### config.mk
export PLATFORM = sky130hd
export DESIGN_NAME = xml_entity_decoder_unit_flat
export DESIGN_NICKNAME = d
export VERILOG_FILES = /design/src/xed_pkg.sv /design/src/xed_if.sv /design/src/xed_front.sv /design/src/xed_queue.sv /design/src/xed_back.sv /design/src/xml_entity_decoder_unit.sv /design/src/flat_wrapper.sv
export VERILOG_INCLUDE_DIRS = /design/src /design/src/src
export SDC_FILE = /design/constraint.sdc
export NUM_CORES = 1
export LEC_CHECK = 0
export ABC_CLOCK_PERIOD_IN_PS = 11250
export BUFFER_PORTS_ARGS = -buffer_cell sky130_fd_sc_hd__clkbuf_2
export CAP_MARGIN = 20
export CORE_MARGIN = 2
export CORE_UTILIZATION = 30
export DETAILED_ROUTE_END_ITERATION = 10
export GPL_TIMING_DRIVEN = 0
export SLEW_MARGIN = 25
export SYNTH_ARGS = -nofsm -noshare
export SYNTH_HDL_FRONTEND = slang
export SYNTH_SLANG_ARGS = --single-unit
### constraint.sdc
create_clock -name clk -period 11.25 [get_ports clk]
set_input_delay 2.25 -clock clk [delete_from_list [all_inputs] [get_ports clk]]
set_output_delay 2.25 -clock clk [all_outputs]
set_load 0.05 [all_outputs]
### src/assert_macros.svh
// ----------------------------------------------------------------------------
// assert_macros.svh
// shared concurrent assertion macros for the entity decoder
// ----------------------------------------------------------------------------
`ifndef ASSERT_MACROS_SVH
`define ASSERT_MACROS_SVH

// same-cycle implication, disabled during reset
`define ASSERT_IMPLIES(label, clk, rst, ante, cons, msg) \
  label: assert property (@(posedge clk) disable iff (rst) (ante) |-> (cons)) \
    else $error(msg);

// next-cycle implication, disabled during reset
`define ASSERT_NEXT(label, clk, rst, ante, cons, msg) \
  label: assert property (@(posedge clk) disable iff (rst) (ante) |=> (cons)) \
    else $error(msg);

`endif

### src/xed_pkg.sv
// ----------------------------------------------------------------------------
// xed_pkg
// types and character constants shared by the entity decoder modules
// ----------------------------------------------------------------------------
package xed_pkg;

  // characters
  localparam logic [7:0] CH_AMP   = 8'h26;
  localparam logic [7:0] CH_HASH  = 8'h23;
  localparam logic [7:0] CH_SEMI  = 8'h3B;
  localparam logic [7:0] CH_ZERO  = 8'h30;
  localparam logic [7:0] CH_NINE  = 8'h39;
  localparam logic [7:0] CH_LOW_A = 8'h61;
  localparam logic [7:0] CH_LOW_G = 8'h67;
  localparam logic [7:0] CH_LOW_L = 8'h6C;
  localparam logic [7:0] CH_LOW_M = 8'h6D;
  localparam logic [7:0] CH_LOW_O = 8'h6F;
  localparam logic [7:0] CH_LOW_P = 8'h70;
  localparam logic [7:0] CH_LOW_Q = 8'h71;
  localparam logic [7:0] CH_LOW_S = 8'h73;
  localparam logic [7:0] CH_LOW_T = 8'h74;
  localparam logic [7:0] CH_LOW_U = 8'h75;
  localparam logic [7:0] CH_LT    = 8'h3C;
  localparam logic [7:0] CH_GT    = 8'h3E;
  localparam logic [7:0] CH_QUOT  = 8'h22;
  localparam logic [7:0] CH_APOS  = 8'h27;
  localparam logic [7:0] DEC_BASE = 8'd10;

  // result bytes per transaction, working buffer length, held letter depth and name table sizes
  localparam int MAX_OUT    = 5;
  localparam int BUF_LEN    = 6;
  localparam int HOLD_DEPTH = 4;
  localparam int NAME_COUNT = 5;
  localparam int NAME_MAX   = 5;

  // named entity table: amp, lt, gt, quot, apos
  localparam logic [2:0] NAME_LEN [NAME_COUNT] = '{3'd4, 3'd3, 3'd3, 3'd5, 3'd5};
  localparam logic [7:0] NAME_TEXT [NAME_COUNT][NAME_MAX] = '{
    '{CH_LOW_A, CH_LOW_M, CH_LOW_P, CH_SEMI,  8'h00},
    '{CH_LOW_L, CH_LOW_T, CH_SEMI,  8'h00,    8'h00},
    '{CH_LOW_G, CH_LOW_T, CH_SEMI,  8'h00,    8'h00},
    '{CH_LOW_Q, CH_LOW_U, CH_LOW_O, CH_LOW_T, CH_SEMI},
    '{CH_LOW_A, CH_LOW_P, CH_LOW_O, CH_LOW_S, CH_SEMI}
  };
  localparam logic [7:0] NAME_VALUE [NAME_COUNT] = '{CH_AMP, CH_LT, CH_GT, CH_QUOT, CH_APOS};

  // decoder phase
  typedef enum logic [1:0] {
    PH_IDLE,
    PH_NAMED,
    PH_NUM
  } phase_t;

  // one group of result bytes caused by one input transaction
  typedef struct packed {
    logic [MAX_OUT-1:0][7:0] data;
    logic [2:0]              count;
    logic                    done;
  } bundle_t;

  // front to queue write
  typedef struct packed {
    logic    valid;
    bundle_t bundle;
  } push_t;

  // front status
  typedef struct packed {
    logic idle;
    logic pend;
  } front_stat_t;

endpackage

### src/xed_if.sv
// ----------------------------------------------------------------------------
// xed_if
// valid/ready channels for encoded input and decoded output bytes
// ----------------------------------------------------------------------------
interface xed_in_if;
  logic       valid;
  logic       ready;
  logic [7:0] in_byte;
  logic       stream_end;

  modport source (output valid, output in_byte, output stream_end, input ready);
  modport sink   (input valid, input in_byte, input stream_end, output ready);
endinterface

interface xed_out_if;
  logic       valid;
  logic       ready;
  logic [7:0] out_byte;
  logic       run_last;
  logic       text_done;

  modport source (output valid, output out_byte, output run_last, output text_done,
                  input ready);
  modport sink   (input valid, input out_byte, input run_last, input text_done,
                  output ready);
endinterface

### src/xed_front.sv
// ----------------------------------------------------------------------------
// xed_front
// accepts one byte per cycle while the queue has room, tracks entity matching, builds result groups
// ----------------------------------------------------------------------------
module xed_front (
  input  logic                 clk,
  input  logic                 rst,
  xed_in_if.sink               encoded,
  input  logic                 push_ready,
  output xed_pkg::push_t       push,
  output xed_pkg::front_stat_t stat
);
  import xed_pkg::*;

  typedef struct packed {
    logic [BUF_LEN-1:0][7:0] data;
    logic [2:0]              cnt;
  } obuf_t;

  // append one byte to the working buffer
  function automatic obuf_t add(obuf_t ob, logic [7:0] x);
    obuf_t r;
    r = ob;
    if (r.cnt < 3'(BUF_LEN)) begin
      r.data[r.cnt] = x;
      r.cnt         = r.cnt + 3'd1;
    end
    return r;
  endfunction

  phase_t                phase, phase_next;
  logic [7:0]            held [HOLD_DEPTH];
  logic [2:0]            held_count, held_count_next;
  logic [NAME_COUNT-1:0] match_mask, match_mask_next;
  logic [7:0]            number_value, number_next;
  logic                  pend_valid, pend_valid_next;
  logic [7:0]            pend_byte, pend_byte_next;
  logic                  held_we;
  logic [NAME_COUNT-1:0] hit, complete;
  logic [7:0]            ent_value;
  logic                  fire, is_digit;
  logic [7:0]            num_mac;
  obuf_t                 ob;
  logic [7:0]            b;

  assign b        = encoded.in_byte;
  assign fire     = encoded.valid && encoded.ready;
  assign encoded.ready = push_ready;
  assign is_digit = (b >= CH_ZERO) && (b <= CH_NINE);
  assign num_mac  = 8'(number_value * DEC_BASE) + (b - CH_ZERO);

  // candidate names that still match with this byte
  always_comb begin
    ent_value = '0;
    for (int i = 0; i < NAME_COUNT; i++) begin
      hit[i] = match_mask[i] && (held_count < NAME_LEN[i]) &&
               (NAME_TEXT[i][held_count] == b);
      complete[i] = hit[i] && ((held_count + 3'd1) == NAME_LEN[i]);
      if (complete[i]) ent_value = ent_value | NAME_VALUE[i];
    end
  end

  // next state and result bytes
  always_comb begin
    ob              = '0;
    phase_next      = phase;
    held_count_next = held_count;
    match_mask_next = match_mask;
    number_next     = number_value;
    pend_valid_next = pend_valid;
    pend_byte_next  = pend_byte;
    held_we         = 1'b0;
    if (fire) begin
      if (pend_valid) ob = add(ob, pend_byte);
      unique case (phase)
        PH_NUM: begin
          if (is_digit) begin
            number_next = num_mac;
          end else begin
            ob          = add(ob, number_value);
            phase_next  = PH_IDLE;
            number_next = '0;
          end
        end
        PH_NAMED: begin
          if ((held_count == 3'd0) && (b == CH_HASH)) begin
            phase_next  = PH_NUM;
            number_next = '0;
          end else if (|complete) begin
            ob              = add(ob, ent_value);
            phase_next      = PH_IDLE;
            held_count_next = '0;
          end else if ((|hit) && (held_count < 3'(HOLD_DEPTH))) begin
            held_we         = 1'b1;
            held_count_next = held_count + 3'd1;
            match_mask_next = hit;
          end else begin
            // failed match: ampersand, held letters, then the byte (a new '&' reopens)
            ob = add(ob, CH_AMP);
            for (int j = 0; j < HOLD_DEPTH; j++) begin
              if (3'(j) < held_count) ob = add(ob, held[j]);
            end
            held_count_next = '0;
            if (b == CH_AMP) begin
              phase_next      = PH_NAMED;
              match_mask_next = '1;
            end else begin
              phase_next = PH_IDLE;
              ob         = add(ob, b);
            end
          end
        end
        PH_IDLE: begin
          if (b == CH_AMP) begin
            phase_next      = PH_NAMED;
            held_count_next = '0;
            match_mask_next = '1;
          end else begin
            ob = add(ob, b);
          end
        end
        default: begin
          phase_next = PH_IDLE;
        end
      endcase
      if (encoded.stream_end) begin
        // end of text: flush whatever entity is open, letter of this byte included
        if (phase_next == PH_NAMED) begin
          ob = add(ob, CH_AMP);
          for (int j = 0; j < HOLD_DEPTH; j++) begin
            if (3'(j) < held_count_next)
              ob = add(ob, (held_we && (held_count == 3'(j))) ? b : held[j]);
          end
        end else if (phase_next == PH_NUM) begin
          ob = add(ob, number_next);
        end
        phase_next      = PH_IDLE;
        held_count_next = '0;
        number_next     = '0;
        pend_valid_next = 1'b0;
      end else begin
        // sixth byte carries over to the next transaction
        pend_valid_next = (ob.cnt == 3'(BUF_LEN));
        pend_byte_next  = ob.data[BUF_LEN-1];
      end
    end
  end

  // state register
  always_ff @(posedge clk) begin
    if (rst) begin
      phase        <= PH_IDLE;
      held_count   <= '0;
      match_mask   <= '1;
      number_value <= '0;
      pend_valid   <= 1'b0;
    end else begin
      phase        <= phase_next;
      held_count   <= held_count_next;
      match_mask   <= match_mask_next;
      number_value <= number_next;
      pend_valid   <= pend_valid_next;
    end
  end

  // payload registers
  always_ff @(posedge clk) begin
    pend_byte <= pend_byte_next;
    if (held_we) held[held_count[1:0]] <= b;
  end

  // result group to the queue
  always_comb begin
    push.valid        = fire && (ob.cnt != 3'd0);
    push.bundle.data  = ob.data[MAX_OUT-1:0];
    push.bundle.count = (ob.cnt > 3'(MAX_OUT)) ? 3'(MAX_OUT) : ob.cnt;
    push.bundle.done  = encoded.stream_end;
  end

  assign stat.idle = (phase == PH_IDLE);
  assign stat.pend = pend_valid;

endmodule

### src/xed_queue.sv
// ----------------------------------------------------------------------------
// xed_queue
// small register queue of result groups between front and back
// ----------------------------------------------------------------------------
module xed_queue #(
  parameter int DEPTH = 4
) (
  input  logic             clk,
  input  logic             rst,
  input  xed_pkg::push_t   push,
  output logic             push_ready,
  output xed_pkg::bundle_t pop_bundle,
  output logic             pop_valid,
  input  logic             pop_ready
);
  import xed_pkg::*;

  localparam int PTR_W = (DEPTH > 1) ? $clog2(DEPTH) : 1;
  localparam int CNT_W = $clog2(DEPTH + 1);

  bundle_t            store [DEPTH];
  logic [PTR_W-1:0]   wr_ptr, rd_ptr;
  logic [CNT_W-1:0]   count;
  logic               do_push, do_pop;

  assign push_ready = (count != CNT_W'(DEPTH));
  assign pop_valid  = (count != '0);
  assign pop_bundle = store[rd_ptr];
  assign do_push    = push.valid && push_ready;
  assign do_pop     = pop_valid && pop_ready;

  // pointers and fill count
  always_ff @(posedge clk) begin
    if (rst) begin
      wr_ptr <= '0;
      rd_ptr <= '0;
      count  <= '0;
    end else begin
      if (do_push) wr_ptr <= (wr_ptr == PTR_W'(DEPTH - 1)) ? '0 : wr_ptr + PTR_W'(1);
      if (do_pop)  rd_ptr <= (rd_ptr == PTR_W'(DEPTH - 1)) ? '0 : rd_ptr + PTR_W'(1);
      if (do_push && !do_pop)      count <= count + CNT_W'(1);
      else if (!do_push && do_pop) count <= count - CNT_W'(1);
    end
  end

  // entry storage
  always_ff @(posedge clk) begin
    if (do_push) store[wr_ptr] <= push.bundle;
  end

endmodule

### src/xed_back.sv
// ----------------------------------------------------------------------------
// xed_back
// serializes result groups into one output byte per transaction
// ----------------------------------------------------------------------------
module xed_back (
  input  logic             clk,
  input  logic             rst,
  input  xed_pkg::bundle_t pop_bundle,
  input  logic             pop_valid,
  output logic             pop_ready,
  xed_out_if.source        decoded
);
  import xed_pkg::*;

  bundle_t    cur;
  logic       cur_valid;
  logic [2:0] idx;
  logic       last_byte, take;

  assign last_byte = ((idx + 3'd1) == cur.count);
  assign take      = decoded.valid && decoded.ready;
  assign pop_ready = !cur_valid || (take && last_byte);

  // group valid and byte index
  always_ff @(posedge clk) begin
    if (rst) begin
      cur_valid <= 1'b0;
      idx       <= '0;
    end else if (pop_ready) begin
      cur_valid <= pop_valid;
      idx       <= '0;
    end else if (take) begin
      idx <= idx + 3'd1;
    end
  end

  // group payload
  always_ff @(posedge clk) begin
    if (pop_ready && pop_valid) cur <= pop_bundle;
  end

  // output channel
  assign decoded.valid     = cur_valid;
  assign decoded.out_byte  = cur.data[idx];
  assign decoded.run_last  = last_byte;
  assign decoded.text_done = last_byte && cur.done;

endmodule

### src/xml_entity_decoder_unit.sv
// ----------------------------------------------------------------------------
// xml_entity_decoder_unit
// streaming XML entity decoder: named entities and decimal character refs
// ----------------------------------------------------------------------------
//  channel   dir  payload                          accepted when
//  encoded   in   in_byte[8], stream_end           valid && ready
//  decoded   out  out_byte[8], run_last, text_done valid && ready
//
//  one input byte per cycle while the queue has room; each byte's 0..5 results go out at one per cycle
//  the front decides all results of a byte in the cycle it is accepted
//  encoded.ready drops only when the result queue (QUEUE_DEPTH groups) is full
//  a result passes the queue entry, then the back's group register; stalls on decoded back up
//  through the queue; synchronous reset, no clearing pass
`include "assert_macros.svh"

module xml_entity_decoder_unit #(
  parameter int QUEUE_DEPTH = 4
) (
  input  logic      clk,
  input  logic      rst,
  xed_in_if.sink    encoded,
  xed_out_if.source decoded
);
  import xed_pkg::*;

  push_t       push;
  logic        push_ready;
  bundle_t     pop_bundle;
  logic        pop_valid;
  logic        pop_ready;
  front_stat_t front_stat;

  // accept and classify
  xed_front u_front (
    .clk        (clk),
    .rst        (rst),
    .encoded    (encoded),
    .push_ready (push_ready),
    .push       (push),
    .stat       (front_stat)
  );

  // result group queue
  xed_queue #(
    .DEPTH (QUEUE_DEPTH)
  ) u_queue (
    .clk        (clk),
    .rst        (rst),
    .push       (push),
    .push_ready (push_ready),
    .pop_bundle (pop_bundle),
    .pop_valid  (pop_valid),
    .pop_ready  (pop_ready)
  );

  // emit bytes
  xed_back u_back (
    .clk        (clk),
    .rst        (rst),
    .pop_bundle (pop_bundle),
    .pop_valid  (pop_valid),
    .pop_ready  (pop_ready),
    .decoded    (decoded)
  );

  // checks
  `ASSERT_IMPLIES(a_done_is_last, clk, rst, decoded.valid && decoded.text_done, decoded.run_last, "text_done without run_last")
  `ASSERT_IMPLIES(a_end_pushes, clk, rst, encoded.valid && encoded.ready && encoded.stream_end, push.valid, "final byte produced no result")
  `ASSERT_NEXT(a_end_idle, clk, rst, encoded.valid && encoded.ready && encoded.stream_end, front_stat.idle && !front_stat.pend, "front not idle after end of text")
  `ASSERT_IMPLIES(a_pend_idle, clk, rst, front_stat.pend, front_stat.idle, "deferred byte while entity open")

endmodule

### src/flat_wrapper.sv
// flat-port wrapper written by rule: the top's interface ports become plain ports
module xml_entity_decoder_unit_flat import xed_pkg::*;
#(
  parameter int QUEUE_DEPTH = 4
)
  (clk, rst, encoded_valid, encoded_in_byte, encoded_stream_end, encoded_ready, decoded_valid, decoded_out_byte, decoded_run_last, decoded_text_done, decoded_ready);
  xed_in_if encoded_i ();
  xed_out_if decoded_i ();
  input  logic clk;
  input  logic rst;
  input wire logic [$bits(encoded_i.valid)-1:0] encoded_valid;
  input wire logic [$bits(encoded_i.in_byte)-1:0] encoded_in_byte;
  input wire logic [$bits(encoded_i.stream_end)-1:0] encoded_stream_end;
  output wire logic [$bits(encoded_i.ready)-1:0] encoded_ready;
  output wire logic [$bits(decoded_i.valid)-1:0] decoded_valid;
  output wire logic [$bits(decoded_i.out_byte)-1:0] decoded_out_byte;
  output wire logic [$bits(decoded_i.run_last)-1:0] decoded_run_last;
  output wire logic [$bits(decoded_i.text_done)-1:0] decoded_text_done;
  input wire logic [$bits(decoded_i.ready)-1:0] decoded_ready;
  assign encoded_i.valid = encoded_valid;
  assign encoded_i.in_byte = encoded_in_byte;
  assign encoded_i.stream_end = encoded_stream_end;
  assign encoded_ready = encoded_i.ready;
  assign decoded_valid = decoded_i.valid;
  assign decoded_out_byte = decoded_i.out_byte;
  assign decoded_run_last = decoded_i.run_last;
  assign decoded_text_done = decoded_i.text_done;
  assign decoded_i.ready = decoded_ready;
  xml_entity_decoder_unit #(.QUEUE_DEPTH(QUEUE_DEPTH)) u_core (.clk(clk), .rst(rst), .encoded(encoded_i), .decoded(decoded_i));
endmodule
==> results of run 1 <==
[state kept, by name, summed over array words and instances, names as in the netlist]
name,cells
u_core.u_queue.store,176
u_core.u_back.cur,44
u_core.u_front.held,32
u_core.u_front.number_value,8
u_core.u_front.pend_byte,8
u_core.u_front.match_mask,5
u_core.u_back.idx,3
u_core.u_front.held_count,3
u_core.u_queue.count,3
u_core.u_front.phase,2
u_core.u_queue.rd_ptr,2
u_core.u_queue.wr_ptr,2
u_core.u_back.decoded.valid,1
u_core.u_front.pend_valid,1
[critical path, delay by kind of cell, from the launching register on]
family	cells	cell delay (ns)
xor gates and xnor gates	2	0.33
and+or+nand+nor	14	2.72
AOI/OAI and AO/OA	8	2.21
buffers and inverters	10	2.34
DFF	1	0.45
adders and majority gates	7	2.68
[worst max-delay path by stage]
stage / depth (start not counted) / end / startpoint / slack, ns
finish: 41 / u_core.u_queue.count[2]$_SDFFE_PP0P_ / u_core.u_front.held_count[0]$_SDFFE_PP0P_ / 0.39
global placement: 37 / u_core.u_queue.store[2][40]$_DFFE_PP_ / u_core.u_front.held_count[0]$_SDFFE_PP0P_ / -2.17
CTS: 41 / u_core.u_queue.count[2]$_SDFFE_PP0P_ / u_core.u_front.held_count[0]$_SDFFE_PP0P_ / 0.05
global route: 41 / u_core.u_queue.count[2]$_SDFFE_PP0P_ / u_core.u_front.held_count[0]$_SDFFE_PP0P_ / -0.01
detailed placement: 42 / u_core.u_queue.count[2]$_SDFFE_PP0P_ / u_core.u_front.held_count[0]$_SDFFE_PP0P_ / -1.35
floorplan: 31 / u_core.u_queue.store[3][0]$_DFFE_PP_ / encoded_in_byte[7] / 1.56
[metrics by stage]
step | util | setup slack (ns) | power [mW]
finish | 0.343 | 0.393 | 3.15
global placement | 0.323 | -2.17 | 2.12
floorplan | - | 1.56 | 1.91
CTS | 0.342 | 0.0541 | 3.18
global route | 0.343 | -0.0122 | 3.26
detailed placement | 0.326 | -1.35 | 2.17
[kinds of logic after synthesis]
family	share of synthesized area
AOI/OAI and AO/OA	0.209
and+or+nand+nor	0.134
DFF	0.437
buffers and inverters	0.0421
muxes	0.121
adders and majority gates	0.0378
xor gates and xnor gates	0.0178
[final cells by class]
type                            count  share of cell area
Multi-Input combinational cell   1358               0.466
Sequential cell                   290               0.388
Tap cell                          846              0.0488
Clock buffer                       40              0.0377
Buffer                            129              0.0274
Timing Repair Buffer               33              0.0132
Inverter                           57              0.0102
Clock inverter                     15             0.00906
Antenna cell                        1            0.000115
[routing by layer]
| metal | vias to the layer above | wire (um) | GRT usage | share of wire |
|---|---|---|---|---|
| met4 | 0 | 4220 | 0.108 | 0.055 |
| met1 | 8267 | 32900 | 0.305 | 0.43 |
| met2 | 908 | 33400 | 0.345 | 0.44 |
| li1 | 7298 | - | - | - |
| met3 | 209 | 6040 | 0.0392 | 0.079 |
| met5 | - | 0 | 0 | 0 |
[report_power, final]
group	switching, mW	internal (mW)	total (mW)
Clock	0.429	0.585	1.01
Sequential	0.0549	1.37	1.43
Combinational	0.430	0.272	0.702
[synth_stat cells (13+ instances only)]
master / instances
nand2b_1: 15
ha_1: 50
o22ai_1: 40
mux4_2: 52
nand4_1: 13
xnor2_1: 24
a221oi_1: 28
nor3_1: 45
o211ai_1: 27
edfxtp_1: 260
nor2_1: 161
inv_1: 49
a31oi_1: 15
mux2i_1: 90
or3_1: 14
buf_2: 24
nand3_1: 42
dfxtp_1: 30
o21ai_0: 112
and2_1: 18
a211oi_1: 29
buf_1: 14
mux2_2: 22
and3_1: 17
nand2_1: 145
clkbuf_1: 80
a22oi_1: 31
a21oi_1: 111
a221o_1: 14
[timing repair]
| action | 4_1_cts | 5_1_grt |
|---|---|---|
| resized for setup | 9 | 8 |
| setup buffers | 0 | 1 |
| cloned | 0 | 0 |
| setup endpoints to repair | 349 | 339 |
==> flow_summary.json, run 1 <==
{
  "vias": 16682,
  "holdWs_ns": 0.517,
  "finalSetupViolations": 0,
  "dp_cells": 2713,
  "final-hold-violation-count": 0,
  "status": "finished, final reports clean",
  "cts_buffers": 30,
  "syn_area_um2": 19200,
  "htree_num_levels": 1,
  "grt_pass1_wl_um": 110000,
  "placed_cell_area_um2": 20600,
  "yosys_warnings": 0,
  "cp_max_fo": 10,
  "wl_per_cell_um": 27.6,
  "rr_endpoint": "u_core.u_queue.count[2]$_SDFFE_PP0P_",
  "synth_top_area_cell": "edfxtp_1",
  "synth.avg_cell_area_um2": 10.5,
  "dr.pass1.iters": 7,
  "cpMostUsedCell": "ha_1",
  "dp_hpwl_um": 57700,
  "rr_worst_depth": 41,
  "min_from": "u_core.u_front.match_mask[0]$_SDFFE_PP1P_",
  "fin_crit_ns": 10.86,
  "port_buffers": 24,
  "drc": 0,
  "power.leakage_nw": 7.36,
  "seq_area_um2": 8410,
  "synthCells": 1835,
  "hold_path_class": "reg -> reg",
  "yosys_register_bits": 290,
  "worst_ep_required_time_ns": 11.76,
  "dr.first_iter.drc_count": 2044,
  "synth_cell_types": 111,
  "cts.sinks": 290,
  "powerDensity_nw_per_um2": 145,
  "clock-root-buffer": "clkbuf_16",
  "syn-num-nets": 1903,
  "core_um2": 63200,
  "path_class": "reg -> reg",
  "grt_max_degree": 43,
  "synth_edf_count": 260,
  "cts_tree": "done",
  "drive_gt1_frac": 0.138,
  "clock_skew_ns": 0.0252,
  "reg2reg_slack_ns": 0.39,
  "die_w_um": 257,
  "layout_commonest_cell": "edfxtp_1",
  "fin_nets": 1967,
  "multi_input_comb_area_um2": 10100,
  "initial_core_util": 0.304,
  "drtAntennaViolNets": 0,
  "ys.flop_type": "edfxtp_1",
  "cts_hold_buf": 0,
  "fin_crit_sh": 0.965,
  "critical-path-max-stage-delay_ns": 0.79,
  "worst_path_max_delay_cell": "fa_2",
  "drv_slew": 0,
  "final_cell_mix": "edfxtp_1, nor2_1, nand2_1",
  "synthTopCellsByArea": "edfxtp_1, mux4_2, mux2i_1, ha_1, nor2_1",
  "pin_count": 25,
  "grt.total_usage": 0.224,
  "die_area_um2": 66100,
  "clock_latency_ns": 0.61,
  "gp_congestion": 1.01,
  "synth-async-reset-ratio": 0,
  "grt_pass1_vias": 16111,
  "grt-ovfl-total": 0,
  "viasPerCell": 6.02,
  "max_freq_mhz": 92.1,
  "finalNonFillerCells": 2769,
  "wirelength_um": 76500,
  "r2r_start": "u_core.u_front.held_count[0]$_SDFFE_PP0P_",
  "rows": 92,
  "die_y_um": 257,
  "min_path_cells": 2,
  "crit_path_end_kind": "register",
  "seq_area_frac_synth": 0.437,
  "drv_cap": 0,
  "cts_buffer_depth": 3,
  "worst_slew_pin_slew_ns": 1.14,
  "maxSlewHeadroom": 0.221,
  "netlist.area_leader.share": 0.406,
  "clk_pin_slew_ns": 0.06,
  "irDropWorstVdd_v": 0.000110,
  "design_area_um2": 21700,
  "synthToLayoutAreaGrowth_pct": 12.8,
  "arrival_ns": 11.37,
  "grt_antenna_before_repair": 1,
  "hold_end": "u_core.u_front.match_mask[0]$_SDFFE_PP1P_",
  "fillers": 6258,
  "fin_setup_tns_ns": 0,
  "critPathLaunchType": "register"
}
Note: power is estimated with default switching activity, not from simulation.
==> run 2: changes to the inputs <==
--- a/config.mk
+++ b/config.mk
@@ -6,14 +6,14 @@
 export SDC_FILE = /design/constraint.sdc
 export NUM_CORES = 1
 export LEC_CHECK = 0
-export ABC_CLOCK_PERIOD_IN_PS = 11250
+export ABC_CLOCK_PERIOD_IN_PS = 11620
 export BUFFER_PORTS_ARGS = -buffer_cell sky130_fd_sc_hd__clkbuf_2
 export CAP_MARGIN = 20
 export CORE_MARGIN = 2
 export CORE_UTILIZATION = 30
 export DETAILED_ROUTE_END_ITERATION = 10
 export GPL_TIMING_DRIVEN = 0
-export SLEW_MARGIN = 25
+export SLEW_MARGIN = 20
 export SYNTH_ARGS = -nofsm -noshare
 export SYNTH_HDL_FRONTEND = slang
 export SYNTH_SLANG_ARGS = --single-unit
==> constraint.sdc (replaced) <==
create_clock -name clk -period 11.62 [get_ports clk]
set_input_delay 2.324 -clock clk [delete_from_list [all_inputs] [get_ports clk]]
set_output_delay 2.324 -clock clk [all_outputs]
set_load 0.05 [all_outputs]
==> run 2 against run 1 <==
Effect of this change: combinational power down 4.8%; critical path depth unchanged; worst hold slack worse by 0.0013 ns; global-route usage up 0.15 points; clock skew up 0.019 ns; power down 4.1%; non-clock buffer count down 5; die area unchanged.
==> flow_summary.json, run 2 (synthesis gave the netlist of run 1 again) <==
{
  "fin_crit_ns": 11.13,
  "rsz0062_at_grt": "no",
  "wirelength_um": 76700,
  "hold_path_class": "reg -> reg",
  "holdWs_ns": 0.516,
  "arrival_ns": 11.64,
  "status": "finished, final reports clean",
  "max_freq_mhz": 89.9,
  "grt_max_degree": 45,
  "clockPowerShare": 0.320,
  "combPwrFrac": 0.221,
  "cpMostUsedCell": "ha_1",
  "clock_latency_ns": 0.63,
  "cts_hold_buf": 0,
  "die_area_um2": 66100,
  "clock_skew_ns": 0.0443,
  "r2r_start": "u_core.u_front.held_count[0]$_SDFFE_PP0P_",
  "critPathLaunchType": "register",
  "diodes": 0,
  "worst_path_max_delay_cell": "fa_2",
  "cts.sinks": 290,
  "cts_tree": "done",
  "seq_area_um2": 8410,
  "worst_ep_required_time_ns": 12.13,
  "multi_input_comb_area_um2": 10100,
  "largest_register_ffs": 176,
  "synthToLayoutAreaGrowth_pct": 12.0,
  "crit_path_end_kind": "register",
  "gp_congestion": 1.01,
  "critical-path-max-stage-delay_ns": 0.80,
  "die_w_um": 257,
  "path_class": "reg -> reg",
  "irDropWorstVdd_v": 0.000110,
  "post_cts_buffers": 0,
  "vias": 16622,
  "powerDensity_nw_per_um2": 140,
  "cts_buffers": 30,
  "initial_core_util": 0.304,
  "die_y_um": 257,
  "grt-busiest-layer": "met2",
  "sequentialPowerShare": 0.459,
  "drv_cap": 0,
  "clk_pin_slew_ns": 0.06,
  "drc": 0,
  "largest_register": "u_core.u_queue.store",
  "layout_commonest_cell": "edfxtp_1",
  "min_from": "u_core.u_front.match_mask[0]$_SDFFE_PP1P_",
  "design_area_um2": 21500,
  "finalSetupViolations": 0,
  "drive_gt1_frac": 0.135,
  "grt.met2_usage": 0.351,
  "grt_pass1_wl_um": 111000,
  "finalNonFillerCells": 2761,
  "maxSlewHeadroom": 0.193,
  "dr.first_iter.drc_count": 2007,
  "power.leakage_nw": 7.29,
  "dr.pass1.iters": 6,
  "rows": 92,
  "rr_worst_depth": 41,
  "htree_num_levels": 1,
  "pin_count": 25,
  "switchingPower_mw": 0.885,
  "fin_crit_sh": 0.958,
  "final_cell_mix": "edfxtp_1, nor2_1, nand2_1",
  "dp_cells": 2709,
  "netSwitchingFraction": 0.293,
  "grt_pass1_vias": 16154,
  "viasPerCell": 6.02,
  "worst_slew_pin_slew_ns": 1.18,
  "port_buffers": 24,
  "cp_max_fo": 10,
  "fillers": 6355,
  "drv_slew": 0,
  "final-hold-violation-count": 0,
  "drtAntennaViolNets": 0,
  "placed_cell_area_um2": 20500,
  "dp_hpwl_um": 57400,
  "grt.total_usage": 0.226,
  "clock-root-buffer": "clkbuf_16",
  "globalRouteMet3Util": 0.0362,
  "min_path_cells": 2,
  "startpoint": "u_core.u_front.held_count[0]$_SDFFE_PP0P_",
  "grtUsageMet1": 0.309,
  "intPower_mw": 2.13,
  "fin_nets": 1962,
  "grt_antenna_before_repair": 2,
  "wl_per_cell_um": 27.8,
  "cts_buffer_depth": 3,
  "grt-ovfl-total": 0,
  "core_um2": 63200
}
run 2: changes by cell type in the layout (fill, tap and decap cells not counted), moves of 2 or more:
| cell | before | now |
|---|---|---|
| clkinv_4 | 3 | 1 |
| clkinv_1 | 5 | 2 |
| buf_12 | 3 | 0 |
| clkbuf_1 | 84 | 86 |
run 2: critical path, delay by kind of cell, from the launching register on:
family	cells	cell delay [ns]
xor+xnor	2	0.33
fa+ha+maj	7	2.79
compound gates	8	1.92
simple gates	14	3.04
buf+inv	10	2.45
flops	1	0.44
run 2: power groups by stage:
| stage | Combinational, mW | Clock, mW | Sequential (mW) |
|---|---|---|---|
| 4_1_cts | 0.682 | 0.978 | 1.39 |
| 6_report | 0.668 | 0.964 | 1.39 |
| 2_1_floorplan | 0.457 | 0 | 1.39 |
| 5_1_grt | 0.717 | 1.02 | 1.40 |
| 3_5_place_dp | 0.679 | 0 | 1.41 |
| 3_3_place_gp | 0.635 | 0 | 1.42 |
run 2: area by class of cell:
class	instances	share of cell area
plain buffers	129	0.0275
clock buffers	42	0.0384
clock inverters	11	0.00686
inverters	57	0.0102
multi-input cells	1358	0.469
flip-flops and latches	290	0.391
well taps	846	0.0492
repair buffers	28	0.00883
run 2: worst paths after layout:
path                                          endpoint  slack (ns)
max               u_core.u_queue.count[2]$_SDFFE_PP0P_        0.49
min          u_core.u_front.match_mask[0]$_SDFFE_PP1P_        0.52
max reg2reg       u_core.u_queue.count[2]$_SDFFE_PP0P_        0.49
min reg2reg  u_core.u_front.match_mask[0]$_SDFFE_PP1P_        0.52
run 2: layer usage:
layer	share of wire	up-vias
met5	0.00010	-
met2	0.44	892
li1	-	7278
met1	0.43	8253
met3	0.078	197
met4	0.051	2
run 2: timing repair:
item	in CTS	in global routing
endpoints found under the setup margin	340	335
pin swaps	0	0
resized for setup	5	10
run 2: per-stage QoR:
stage	utilization	total power [mW]	worst slack, ns	TNS, ns
4_1_cts	0.340	3.05	0.0775	0
5_1_grt	0.341	3.13	0.148	0
3_3_place_gp	0.323	2.05	-1.80	-347.34
6_report	0.341	3.02	0.492	0
2_1_floorplan	-	1.85	1.85	0
3_5_place_dp	0.325	2.09	-0.979	-169.66
